[config.mk]
export PLATFORM = sky130hd
export DESIGN_NAME = hba_ctrl
export DESIGN_NICKNAME = d
export VERILOG_FILES = /design/src/hw/rtl/hba_pkg.sv /design/src/hw/rtl/hba_ctrl.sv
export SDC_FILE = /design/constraint.sdc
export NUM_CORES = 1
export LEC_CHECK = 0
export BUFFER_PORTS_ARGS = -buffer_cell sky130_fd_sc_hd__buf_2
export CORE_AREA = 10 10 47 49
export CTS_CLUSTER_DIAMETER = 200
export DETAILED_ROUTE_END_ITERATION = 10
export DIE_AREA = 0 0 57 59
export GPL_TIMING_DRIVEN = 1
export PLACE_DENSITY = 0.55
export SLEW_MARGIN = 20
export SYNTH_ARGS = -nofsm -noshare
export SYNTH_HDL_FRONTEND = slang
export SYNTH_SLANG_ARGS = --single-unit
[constraint.sdc]
create_clock -name clock -period 3.07 [get_ports clock]
set_input_delay 0.307 -clock clock [delete_from_list [all_inputs] [get_ports clock]]
set_output_delay 0.307 -clock clock [all_outputs]
set_load 0.05 [all_outputs]
[src/hw/rtl/hba_pkg.sv]
// ----------------------------------------------------------------------------
// hba_pkg
// Shared types and constants for the histogram bin accumulator: bin table
// geometry, operation and status codes, controller state and the command
// and status bundles between controller and datapath.
// ----------------------------------------------------------------------------
package hba_pkg;

   localparam int NUM_BINS = 64;
   localparam int BIN_W    = $clog2(NUM_BINS);
   localparam int BINS_W   = BIN_W + 1;
   localparam int DATA_W   = 32;
   localparam int CNT_W    = 32;
   localparam int SUM_W    = 64;
   localparam int ACC_W    = SUM_W + CNT_W;
   localparam int CFG_W    = 7;

   typedef enum logic [1:0] {
      OP_INSERT = 2'd0,
      OP_LOAD   = 2'd1,
      OP_CLEAR  = 2'd2,
      OP_READ   = 2'd3
   } op_type;

   typedef enum logic [1:0] {
      STATUS_OK      = 2'd0,
      STATUS_NO_BINS = 2'd1,
      STATUS_BELOW   = 2'd2
   } status_type;

   typedef enum logic [1:0] {
      ST_IDLE   = 2'd0,
      ST_SEARCH = 2'd1,
      ST_REPORT = 2'd2
   } state_type;

   typedef enum logic [2:0] {
      POST_INSERT = 3'd0,
      POST_MISS   = 3'd1,
      POST_EMPTY  = 3'd2,
      POST_LOAD   = 3'd3,
      POST_CLEAR  = 3'd4,
      POST_READ   = 3'd5
   } post_type;

   typedef struct packed {
      logic     accept;
      logic     step;
      logic     post;
      post_type kind;
   } dp_cmd_type;

   typedef struct packed {
      logic   search_done;
      logic   edge_le;
      logic   out_free;
      logic   bins_zero;
      op_type op;
   } dp_status_type;

endpackage

[src/hw/rtl/hba_ctrl.sv]
// ----------------------------------------------------------------------------
// hba_ctrl
// Controller: takes requests, runs the binary search one probe per cycle
// and decides when and how the datapath posts a result.
// ----------------------------------------------------------------------------
module hba_ctrl (
   input  logic                  clock,
   input  logic                  reset,
   input  logic                  req_valid,
   input  logic [1:0]            req_operation,
   output logic                  req_stall,
   input  hba_pkg::dp_status_type st,
   output hba_pkg::dp_cmd_type   cmd
);

   hba_pkg::state_type state_ff;
   hba_pkg::state_type state_in;
   hba_pkg::op_type    req_op;

   assign req_op = hba_pkg::op_type'(req_operation);

   always_ff @(posedge clock) begin
      if (reset) begin
         state_ff <= hba_pkg::ST_IDLE;
      end else begin
         state_ff <= state_in;
      end
   end

   // next state
   always_comb begin
      state_in = state_ff;
      case (state_ff)
         hba_pkg::ST_IDLE: begin
            if (req_valid) begin
               if (req_op == hba_pkg::OP_INSERT && !st.bins_zero) begin
                  state_in = hba_pkg::ST_SEARCH;
               end else begin
                  state_in = hba_pkg::ST_REPORT;
               end
            end
         end
         hba_pkg::ST_SEARCH: begin
            if (st.search_done && st.out_free) begin
               state_in = hba_pkg::ST_IDLE;
            end
         end
         hba_pkg::ST_REPORT: begin
            if (st.out_free) begin
               state_in = hba_pkg::ST_IDLE;
            end
         end
         default: state_in = hba_pkg::ST_IDLE;
      endcase
   end

   // outputs
   always_comb begin
      req_stall  = 1'b1;
      cmd.accept = 1'b0;
      cmd.step   = 1'b0;
      cmd.post   = 1'b0;
      cmd.kind   = hba_pkg::POST_READ;
      case (state_ff)
         hba_pkg::ST_IDLE: begin
            req_stall  = 1'b0;
            cmd.accept = req_valid;
         end
         hba_pkg::ST_SEARCH: begin
            if (!st.search_done) begin
               cmd.step = 1'b1;
            end else begin
               cmd.post = st.out_free;
               cmd.kind = st.edge_le ? hba_pkg::POST_INSERT : hba_pkg::POST_MISS;
            end
         end
         hba_pkg::ST_REPORT: begin
            cmd.post = st.out_free;
            case (st.op)
               hba_pkg::OP_INSERT: cmd.kind = hba_pkg::POST_EMPTY;
               hba_pkg::OP_LOAD:   cmd.kind = hba_pkg::POST_LOAD;
               hba_pkg::OP_CLEAR:  cmd.kind = hba_pkg::POST_CLEAR;
               default:            cmd.kind = hba_pkg::POST_READ;
            endcase
         end
         default: req_stall = 1'b1;
      endcase
   end

   a_post_needs_slot: assert property (@(posedge clock) disable iff (reset)
      cmd.post |-> st.out_free)
      else $error("result posted while output register is held");

   a_search_then_idle: assert property (@(posedge clock) disable iff (reset)
      (state_ff == hba_pkg::ST_SEARCH && cmd.post) |=> state_ff == hba_pkg::ST_IDLE)
      else $error("controller did not return to idle after insert");

endmodule

# ---- Word level (Yosys, flattened, before mapping)
# Index checks and enable logic that the tools add are counted.
dict set report classes {
  add_sub_neg 0
  multipliers 0
  div_mod_pow 0
  magnitude_cmp 0
  n_eq_ne 7
  shifts 0
  n_mux 13
  n_bitwise 0
  reduce_logical 7
}
# op n
set ops {}
lappend ops {{case mux 3 bit (3 select lines)} 1}
lappend ops {{2-to-1 mux 2 bit} 4}
lappend ops {{case mux 4 bit (2 select lines)} 1}
lappend ops {{logical NOT 2 bit} 3}
lappend ops {{!= test 2 bit (second input constant)} 3}
lappend ops {{case mux 2 bit (3 select lines)} 1}
lappend ops {{2-to-1 mux 1 bit} 5}
lappend ops {{== test 2 x 1 -> 1 bit (second input constant)} 2}
lappend ops {{== test 2 bit (second input constant)} 2}
lappend ops {{2-to-1 mux 4 bit} 1}
lappend ops {{AND reduction 3 bit} 1}
lappend ops {{logical AND 1 bit} 2}
lappend ops {{logical NOT 1 bit} 1}
dict set report word_totals {
  ff_bits 2
  latch_bits 0
  mem_bits_rw 0
  romBits 0
  output_inout_bits 7
  word_cells 28
  n_memories 0
}

# ---- Logic depth before layout (Yosys ltp)
# Gate-level depths: netlist (run 1).
dict set report logic_depth {
  depth_word 5
  ltp_mapped 5
  mapped_depth_nobuf 5
}

# ---- Worst setup path after synthesis (run 1)
# OpenSTA, ideal clock, no wires.
dict set report synth_path {
  path_type {register to output}
  startpoint {register state_ff[0]}
  endpoint {output port cmd[5] (netlist name)}
  t_arrival_ns 1.547
  t_required_ns 2.763
  path_slack_ns 1.216
  path_stages_with_launch 5
  cell_sequence {dfxtp_1 inv_1 ha_1 inv_1 nor2_1}
}
# element line_no
set synth_lines {}
lappend synth_lines {{from (decl)} hba_ctrl.sv:16} ;# hba_pkg::state_type state_ff;
lappend synth_lines {{from (signal assigned)} hba_ctrl.sv:24} ;# state_ff <= hba_pkg::ST_IDLE;
lappend synth_lines {{from (signal assigned)} hba_ctrl.sv:26} ;# state_ff <= state_in;
lappend synth_lines {{to (decl)} hba_ctrl.sv:13} ;# output hba_pkg::dp_cmd_type cmd

==> results of run 1 <==
## critical path: cells and delay by family (launching register included)
family / cells / cell delay (ns)
flops: 1 / 0.37
simple gates: 1 / 0.16
fa+ha+maj: 1 / 0.34
buf+inv: 2 / 0.36
## power by group through the flow
stage               combinational, W  sequential (W)  clock (W)
global placement            0.000131       0.0000340          0
finish                      0.000130       0.0000340  0.0000580
floorplan                   0.000101       0.0000335          0
detailed placement          0.000132       0.0000343          0
global route                0.000142       0.0000343  0.0000654
CTS                         0.000133       0.0000340  0.0000614
## kinds of logic (layout without fill, tap and decap cells)
logic type / Yosys count / after routing / synth area share (%)
AOI/OAI and AO/OA: 4 / 4 / 12.74
adders and majority gates: 5 / 5 / 24.51
buffers and inverters: 5 / 25 / 7.354
DFF: 2 / 2 / 15.69
muxes: 2 / 2 / 7.843
and+or+nand+nor: 16 / 16 / 31.86
## metrics by stage
step	cell area [um2]	hold WS (ns)	std cells	setup WS (ns)	util, %
finish	382.9	0.3554	70	1.321	27.32
global route	382.9	0.3686	70	1.209	27.32
floorplan	255.2	0.4807	34	1.216	-
CTS	382.9	0.3501	70	1.300	27.32
global placement	360.3	0.5165	67	1.547	25.71
detailed placement	360.3	0.5148	67	1.548	25.71
## layout make-up
cell class	count	area, um2	share of cell area (%)
sequential	2	40.04	10.46
multi-input combinational	27	196.4	51.31
tap	16	20.02	5.229
inverter	5	18.77	4.902
clock buffer	3	22.52	5.882
timing repair buffer	17	85.08	22.22
## cell usage after synthesis (all sizes together)
cell and instances:
dfxtp 2, nor3 1, a21oi 2, nand2 6
nor2 2, mux2i 2, ha 5, and2b 1
nand3 1, nand2b 3, and3b 1, a21boi 1
nor2b 1, inv 5, a221oi 1
## path summary, 6_finish.rpt
| path | end | from | slack [ns] |
|---|---|---|---|
| worst min-delay path | state_ff[0] | st[2] | 0.36 |
| worst max register to register | state_ff[1] | state_ff[0] | 1.70 |
| worst max-delay path | cmd[1] | state_ff[0] | 1.32 |
| worst min register to register | state_ff[0] | state_ff[0] | 0.51 |
## per-layer routing
layer,vias to the layer above,global-route usage [%],part of all wire [%]
met2,14,5.426,37
met5,-,0,0
met4,0,2.013,0
li1,150,-,-
met1,117,4.643,48
met3,0,4.506,15
==> impl_results.md, run 1 <==
- Clock transition at path regs: approximately 0.03 ns
- Worst EP arrival: around 1.4 ns
- Largest net degree at the start of global routing: 5
- CTS tree: done
- Slowest stage delay, CP: 0.37 ns
- DR WL/cell: 10.11 um
- Via Count: about 280
- Final period util: 56.96%
- FMAX: 571.8 MHz
- Syn_nets: 50
- Top-area cell type share of the netlist area: 24.51%
- Status: completed
- Area contributors post-synth: ha_1 (25%), dfxtp_1 (16%), nand2_1 (8.8%), mux2i_1 (7.8%), inv_1 (7.4%)
- Hold_buf cts: 0
- Worst path required time: 2.76 ns
- IO Count: 18
- VDD IR-drop max: between 0.2 and 0.25 mV
- Commonest non-fill, non-tap cells in the layout: buf_2 (17), nand2_1 (6), inv_1 (5), ha_1 (5)
- Crit Path Max Fanout: 4
- Sequential area share after synthesis: 15.69%
- FILL cells: 171
- 1st-pass router iterations: 2
- Die Area: approximately 3400 um2
- Critical-path cell list: inv_1, ha_1, and3b_1, buf_2
- Maxcap violations: 0
- Critical Path End Type: output pin
- Root Driver: clkbuf_4
- CP Launch Type: flip-flop
- Cell Pwr Density: between 500 and 600 nW/um2
- Worst reg2reg path depth: 4
- FP Rows: 14
- Most common cell after layout, fill and taps aside: buf_2
- Slowest CP cell: dfxtp_1
- First-pass GRT wire length: 1.166 mm
- Initial antenna violation count: 0
- Clock Latency Late Sink: 0.22 ns
- Die X-Extent: 57 um
- Leakage: 0.2119 nW
- Number of vias per cell: 4.014
- Final hold vios: 0
- Clk pwr share: 26.1%
- Port Buffers: 17
- Slew Limit Headroom: 80.29%
- Clock Skew: 0.0003639 ns
- Sw Share: 49.62%
- Routed Antenna Nets: 0
- Yosys Warn Count: 0
- Internal power: 0.0001121 W
- Total grt overflow: 0
- Seq cells post-synth: 2
- Net Switching: 0.0001104 W
- Layout area overhead: 50.00%
- Unique masters post-synth: 15
- Cells after Synth: 34
- Final setup violation count: 0
- Starting density of the core: 18.21%
- CTS Sinks: 2
- Minimum clock period: approximately 1.7 ns
- Max Slew Vio Count: 0
- Layout cells sized above 1: 38.89%
- Worst-margin pin slew: between 0.2 and 0.3 ns
- Sequential share of power: 15.3%
- Vias in the first global route: 269
- Total GRT Usage: 4.369%
- Setup Buffers After CTS: 0
- Library cell with the largest summed area after synthesis: ha_1
- RSZ-0062 raised after global routing: no
- Clk buf depth: 2
- Resize count post-CTS: 0
- Hold Path Class: in -> reg
- Hold Path Depth: 4
- Ant. Diodes: 0
- Iter 0 DRT Violations: 1
- DR DRC count: 0
- CP Class: reg -> out
- Final WL: 708 um
- Setup Total Neg Slack: 0 ns
- Max FFs per register: 2
- Die Span Y: 59 um
- Logic gate share of total power: 58.6%
- Largest regs: state_ff x2
- Placer Congestion: about 0.71
- Dpl hpwl: 616.8 um
- Htree depth: 1
- Core Area: between 1000 and 1500 um2
- TritonCTS Buffers: 3
- Layout Nets: 72
- Cell area after synthesis: 255.2 um2
- Syn Area/Cell: 7.507 um2
- Power after layout: 0.0002225 W
- Biggest register: state_ff
Power figures use the tool's default switching activity.
==> run 2: changes to the inputs <==
ABC_AREA = 1   (was not set)
PLACE_DENSITY = 0.59   (was 0.55)
clock period = 1.6 ns   (was 3.07 ns; I/O delays follow)
==> run 2 against run 1 <==
  * Sequential share of layout area down 1.1 points
  * Synthesized cell count up 50%
  * Count of clock-buffer cells in the layout unchanged
  * Combinational power rose to 6.5 times the previous value
  * Sequential power rose to 2.9 times the previous value
  * Via count up 19%
  * Cell count up 24%
  * Clock skew up 0.0019 ns
  * Hold slack worse by 0.18 ns
  * Critical path depth up 3
  * Wire length up 7.5%
  * Area after synthesis up 13%
  * Largest cell class unchanged
==> impl_results.md, run 2 <==
- Cell Pwr Density: 2349 nW/um2 (+300%)
- Hold slack: 0.1783 ns (-0.1771 ns)
- Yosys Warn Count: 0 (unchanged)
- Total grt overflow: 0 (unchanged)
- Leakage: 0.2689 nW (+27%)
- Iter 0 DRT Violations: 3 (+2)
- Minimum clock period: 1.478 ns
- Stages on the worst setup path: 7 (+3)
- Met1 usage: 3.695% (-0.95 points)
- Slowest stage delay, CP: 0.33 ns (-0.04 ns)
- Ant. Diodes: 0 (unchanged)
- RSZ-0062 raised after global routing: no
- FP Rows: 14 (unchanged)
- Unique masters post-synth: 12 (-3)
- Die Span Y: 59 um (unchanged)
- Library cell with the largest summed area after synthesis: nand2_1
- Core Util, Final: 32.32% (+5.0 points)
- Max Slew Vio Count: 0 (unchanged)
- Top_reg_cell synth: dfxtp_1
- Cells after Synth: 51 (+50%)
- Synth top cells by count: nand2_1 (17), inv_1 (12), ha_1 (5)
- Most frequent cell on the critical path: inv_2
- Syn_nets: 67 (+34%)
- Layout cells sized above 1: 49.30% (+10 points)
- Largest regs: state_ff x2
- Final WL: 761 um (+7.5%)
- Total GRT Usage: 4.673% (+0.30 points)
- Maxcap violations: 0 (unchanged)
- Launch point of the worst path: state_ff[1]
- TritonCTS Buffers: 3 (unchanged)
- Final period util: between 90% and 100%
- Setup Buffers After CTS: 0 (unchanged)
- Dpl hpwl: 640.8 um (+3.9%)
- CTS tree: done
- First-pass GRT wire length: 1.166 mm (unchanged)
- Final hold vios: 0 (unchanged)
- Sequential area share after synthesis: 13.91% (-1.8 points)
- Syn Area/Cell: 5.643 um2 (-25%)
- Die X-Extent: 57 um (unchanged)
- Most common cell after layout, fill and taps aside: nand2_1
- Area contributors post-synth: nand2_1 (22%), ha_1 (22%), inv_1 (16%), dfxtp_1 (14%), nor2_2 (6.5%)
- Clock Skew: 0.002270 ns (+0.001906 ns)
- Commonest non-fill, non-tap cells in the layout: nand2_1 (17), buf_2 (14), inv_1 (8)
- Worst-margin pin slew: 0.2509 ns (-0.04476 ns)
- Critical Path End Type: output pin
- DR WL/cell: 8.747 um (-14%)
- Reg-to-reg endpoint: state_ff[1]
- WP buf/inv: 3 (+1)
- Routed Antenna Nets: 0 (unchanged)
- Core Area: 1401 um2 (unchanged)
- Via Count: 334 (+19%)
- Htree depth: 1 (unchanged)
- Most used routing layer: met2
- Power after layout: 0.001064 W (+380%)
- Layout Nets: 89 (+24%)
- Root Driver: clkbuf_4
- Clock transition at path regs: 0.03 ns (about the same)
- Largest delay share family, worst path: buffers and inverters
- IO Count: 18 (unchanged)
- Critical-path cell list: inv_2, ha_1, inv_2, nor2_4, nor2_2, o211ai_1, buf_4
- Starting density of the core: 20.54% (+2.3 points)
- Worst reg2reg path depth: 8 (+4)
- Design area: 452.9 um2 (+18%)
- Setup Total Neg Slack: 0 ns (unchanged)
- Clk buf depth: 2 (unchanged)
- 1st-pass router iterations: 2 (unchanged)
- Worst reg-to-reg setup slack: 0.47 ns (-1.23 ns)
- Final setup violation count: 0 (unchanged)
- Number of vias per cell: 3.839 (-4.4%)
- Most frequent cell after synthesis: nand2_1
- Vias in the first global route: 306 (+14%)
- CTS Sinks: 2 (unchanged)
- DR DRC count: 0 (unchanged)
- Die Area: 3363 um2 (unchanged)
- Post-synth EDFFs: 0 (unchanged)
- Top-area cell type share of the netlist area: 22.17% (-2.3 points)
- Seq cells post-synth: 2 (unchanged)
- Placer Congestion: 0.7546 (+5.6%)
- Post-synthesis async set-or-reset flop share: 0% (unchanged)
- Biggest register: state_ff
- Worst path required time: 1.44 ns (-1.32 ns)
- Worst setup path endpoint: cmd[0]
- Layout area overhead: 57.39%
- Cell area after synthesis: 287.8 um2 (+13%)
- CP Class: reg -> out
- Slew Limit Headroom: 83.39% (+3.1 points)
- FMAX: 676.6 MHz
- M3 GR Usage: 4.077% (-0.43 points)
- Critical R2R Launch: state_ff[0]
- Initial antenna violation count: 0 (unchanged)
- Crit Path Max Fanout: 4 (unchanged)
- Hold Path Class: in -> reg
- Largest net degree at the start of global routing: 6 (+1)
- Port Buffers: 17 (unchanged)
- VDD IR-drop max: 0.5931 mV (+180%)
- GRT met2 Usage: 7.132% (+1.7 points)
- FILL cells: 168 (-1.8%)
- Max FFs per register: 2 (unchanged)
- Placed Area: 405.4 um2 (+12%)
- Status: completed
- Worst EP arrival: 1.32 ns (-0.12 ns)
- Clock Latency Late Sink: 0.23 ns (about the same)
- Slowest CP cell: dfxtp_2
- CP Launch Type: flip-flop
[run 2: cell count changes after synthesis, sizes merged, moves of 2 or more]
cell and change:
mux2i -2, nand2 +12, nor2 +5, inv +8, nand2b -3
[run 2: power by group]
group,internal (W),switching [W],leakage (nW),total (W)
Sequential,0.0000775,0.0000198,0.0172,0.0000973
Combinational,0.000267,0.000583,0.238,0.000851
Clock,0.0000831,0.0000330,0.0138,0.000116
Total,0.000428,0.000636,0.269,0.00106
[run 2: worst min path at each step]
stage | start | end | slack [ns] | cells after the start
floorplan | reset | state_ff[1] | 0.33 | 3
global placement | reset | state_ff[0] | 0.43 | 4
detailed placement | reset | state_ff[1] | 0.43 | 4
CTS | reset | state_ff[0] | 0.17 | 4
global route | reset | state_ff[1] | 0.20 | 4
finish | reset | state_ff[0] | 0.18 | 4
[run 2: kinds of logic after synthesis]
logic type | count (synthesis) | synth area share [%]
AND/OR/NAND/NOR | 28 | 41.30
AO/OA/AOI/OAI | 3 | 6.088
adder cells (fa/ha/maj) | 5 | 21.74
flip-flops | 2 | 13.91
buffers and inverters | 13 | 16.95
[run 2: worst min-delay path: cells and delay by family]
kind,cells,cell delay [ns]
buf+inv,2,0.11
simple gates,2,0.10
[run 2: stage by stage]
stage / cells / setup slack (ns)
after floorplan: 51 / 0.01660
after global placement: 84 / 0.2156
after detailed placement: 84 / 0.1809
after CTS: 87 / 0.01222
after global routing: 87 / 0.008591
final: 87 / 0.1219
[run 2: timing repair]
item,in CTS,in global routing
endpoints found under the setup margin,3,4
hold buffers,0,0
gates cloned,0,0
pin swaps,0,1
resized for setup,7,4
[run 2: metal layers]
layer  wire (um)  part of all wire, %  up-vias
met5           0                    0        -
met4          19                  2.5        0
met3         105                   14        2
met2         345                   45       13
met1         290                   38      131
li1            -                    -      188
[run 2: cell type report]
class / count / area, um2 / share of cell area [%]
Tap cell: 16 / 20.02 / 4.420
Timing Repair Buffer: 17 / 92.59 / 20.44
Sequential cell: 2 / 42.54 / 9.392
Inverter: 13 / 48.80 / 10.77
Multi-Input combinational cell: 36 / 226.5 / 50.00
Clock buffer: 3 / 22.52 / 4.972
==> run 3: changes to the inputs <==
PLACE_DENSITY = 0.57   (was 0.59)
clock period = 1.7 ns   (was 1.6 ns; I/O delays follow)
==> run 3 against run 2 <==
  * Non-clock buffer count stayed put
  * Wire length is 6.2% higher
  * First-iteration DRC count stayed put
  * Critical endpoint is now cmd[3]
  * Largest cell class unchanged
  * Highest routed layer is now met3
==> impl_results.md, run 3 (synthesis results as in run 2) <==
- Status: completed
- Starting density of the core: 20.54% (unchanged)
- Placer Congestion: 0.8010 (+6.1%)
- CP Class: reg -> out
- Met1 wire length: 359 um (+24%)
- RSZ-0062 raised after global routing: no
- Hold slack: 0.1953 ns (+0.01701 ns)
- Port Buffers: 17 (unchanged)
- Max Slew Vio Count: 0 (unchanged)
- Die Span Y: 59 um (unchanged)
- IO Count: 18 (unchanged)
- Vias in the first global route: 323 (+5.6%)
- Metal2 WL: 343 um (-0.58%)
- Layout cells sized above 1: 45.07% (-4.2 points)
- Via Count: 333 (-0.30%)
- Slew Limit Headroom: 83.22% (-0.17 points)
- Htree depth: 1 (unchanged)
- Routed Antenna Nets: 0 (unchanged)
- Die X-Extent: 57 um (unchanged)
- Commonest non-fill, non-tap cells in the layout: nand2_1 (17), buf_2 (16), inv_1 (11)
- FILL cells: 161 (-4.2%)
- Most common cell after layout, fill and taps aside: nand2_1
- FP Rows: 14 (unchanged)
- Final WL: 808 um (+6.2%)
- Number of vias per cell: 3.828 (-0.30%)
- CP Launch Type: flip-flop
- Max FFs per register: 2 (unchanged)
- Hold Path Class: in -> reg
- Layout Nets: 89 (unchanged)
- Crit Path Max Fanout: 4 (unchanged)
- Final worst slack: 0.1224 ns (+0.0004560 ns)
- Most frequent cell on the critical path: inv_1
- VDD IR-drop max: 0.6398 mV (+7.9%)
- Biggest register: state_ff
- Largest net degree at the start of global routing: 6 (unchanged)
- Ant. Diodes: 0 (unchanged)
- CTS tree: done
- Worst path required time: 1.53 ns (+0.09 ns)
- TritonCTS Buffers: 3 (unchanged)
- Setup Total Neg Slack: 0 ns (unchanged)
- Place WS: 0.2701 ns (+0.08926 ns)
- Die Area: 3363 um2 (unchanged)
- Largest regs: state_ff x2
- Slowest CP cell: dfxtp_2
- Initial antenna violation count: 0 (unchanged)
- Clock Latency Late Sink: 0.22 ns (about the same)
- Highest routed layer: met3
- CTS Sinks: 2 (unchanged)
- Dpl hpwl: 676.9 um (+5.6%)
- Setup Buffers After CTS: 0 (unchanged)
- DR WL met3: 105 um (unchanged)
- Total grt overflow: 0 (unchanged)
- Cell Pwr Density: 2198 nW/um2 (-6.4%)
- FMAX: 633.9 MHz
- Worst-margin pin slew: 0.2535 ns (+0.002583 ns)
- Largest delay share family, worst path: buffers and inverters
- Worst EP arrival: 1.41 ns (+0.09 ns)
- Slowest stage delay, CP: 0.33 ns (about the same)
- Clk buf depth: 2 (unchanged)
- Final hold vios: 0 (unchanged)
- Maxcap violations: 0 (unchanged)
- 1st-pass router iterations: 2 (unchanged)
- Core Area: 1401 um2 (unchanged)
- Layout area overhead: 53.91%
- FF/Latch Area: 42.54 um2 (unchanged)
- Minimum clock period: 1.578 ns
- Final period util: 92.80%
- Root Driver: clkbuf_4
- Leakage: 0.2679 nW (-0.38%)
- WP buf/inv: 3 (unchanged)
- DR WL/cell: 9.287 um (+6.2%)
- Clock Skew: 0.001135 ns (-0.001135 ns)
- DR DRC count: 0 (unchanged)
- Critical Path End Type: output pin
- Critical-path cell list: inv_1, ha_4, inv_1, nor3_2, buf_2
- Final setup violation count: 0 (unchanged)
- Power after layout: 0.0009735 W (-8.5%)
- First-pass GRT wire length: 1.283 mm (+10%)
- Area of the multi-input gates: 221.5 um2 (-2.2%)
- Iter 0 DRT Violations: 3 (unchanged)
- Clock transition at path regs: 0.03 ns (about the same)
- Total GRT Usage: 4.717% (+0.043 points)
run 3: cell counts in the layout (fill, tap and decap cells not counted):
Identical to the previous run, type by type.
run 3: routing by layer:
metal / vias to the layer above / global-route usage, %
li1: 189 / -
met1: 130 / 5.483
met2: 14 / 6.357
met3: 0 / 4.077
met4: 0 / 1.007
met5: - / 0
run 3: worst reg2reg max path, cell delays in order, from the launching register on:
cell	delay, ns
dfxtp_2	0.33
inv_1	0.10
ha_1	0.25
nand2_2	0.08
nand2_1	0.06
nor2_2	0.10
nand2_1	0.07
nand2_1	0.07
nor2_2	0.03
run 3: power by group:
group | total [W] | internal [W] | switching, W
registers | 0.0000908 | 0.0000730 | 0.0000179
logic | 0.000779 | 0.000230 | 0.000549
clock network | 0.000103 | 0.0000778 | 0.0000257
run 3: path summary, 6_finish.rpt:
path                                  start          end  slack (ns)  cells after the start
worst min register to register  state_ff[1]  state_ff[1]        0.61                      4
worst max register to register  state_ff[0]  state_ff[0]        0.50                      8
worst min-delay path                  reset  state_ff[0]        0.20                      4
worst max-delay path            state_ff[0]       cmd[3]        0.12                      5
run 3: stage by stage:
stage | cells | area [um2] | util [%]
floorplan | 51 | 295.3 | -
global placement | 84 | 400.4 | 28.57
detailed placement | 84 | 400.4 | 28.57
CTS | 87 | 422.9 | 30.18
global route | 87 | 442.9 | 31.61
finish | 87 | 442.9 | 31.61
run 3: what timing repair did:
action | 4_1_cts | 5_1_grt
endpoints found under the setup margin | 0 | 3
gates resized for setup | 0 | 7
hold buffers | 0 | 0
run 3: cell type report:
| type | instances | share of cell area [%] |
|---|---|---|
| Multi-Input combinational cell | 36 | 50.00 |
| Timing Repair Buffer | 17 | 19.77 |
| Clock buffer | 3 | 5.085 |
| Inverter | 13 | 11.02 |
| Sequential cell | 2 | 9.605 |
| Tap cell | 16 | 4.520 |
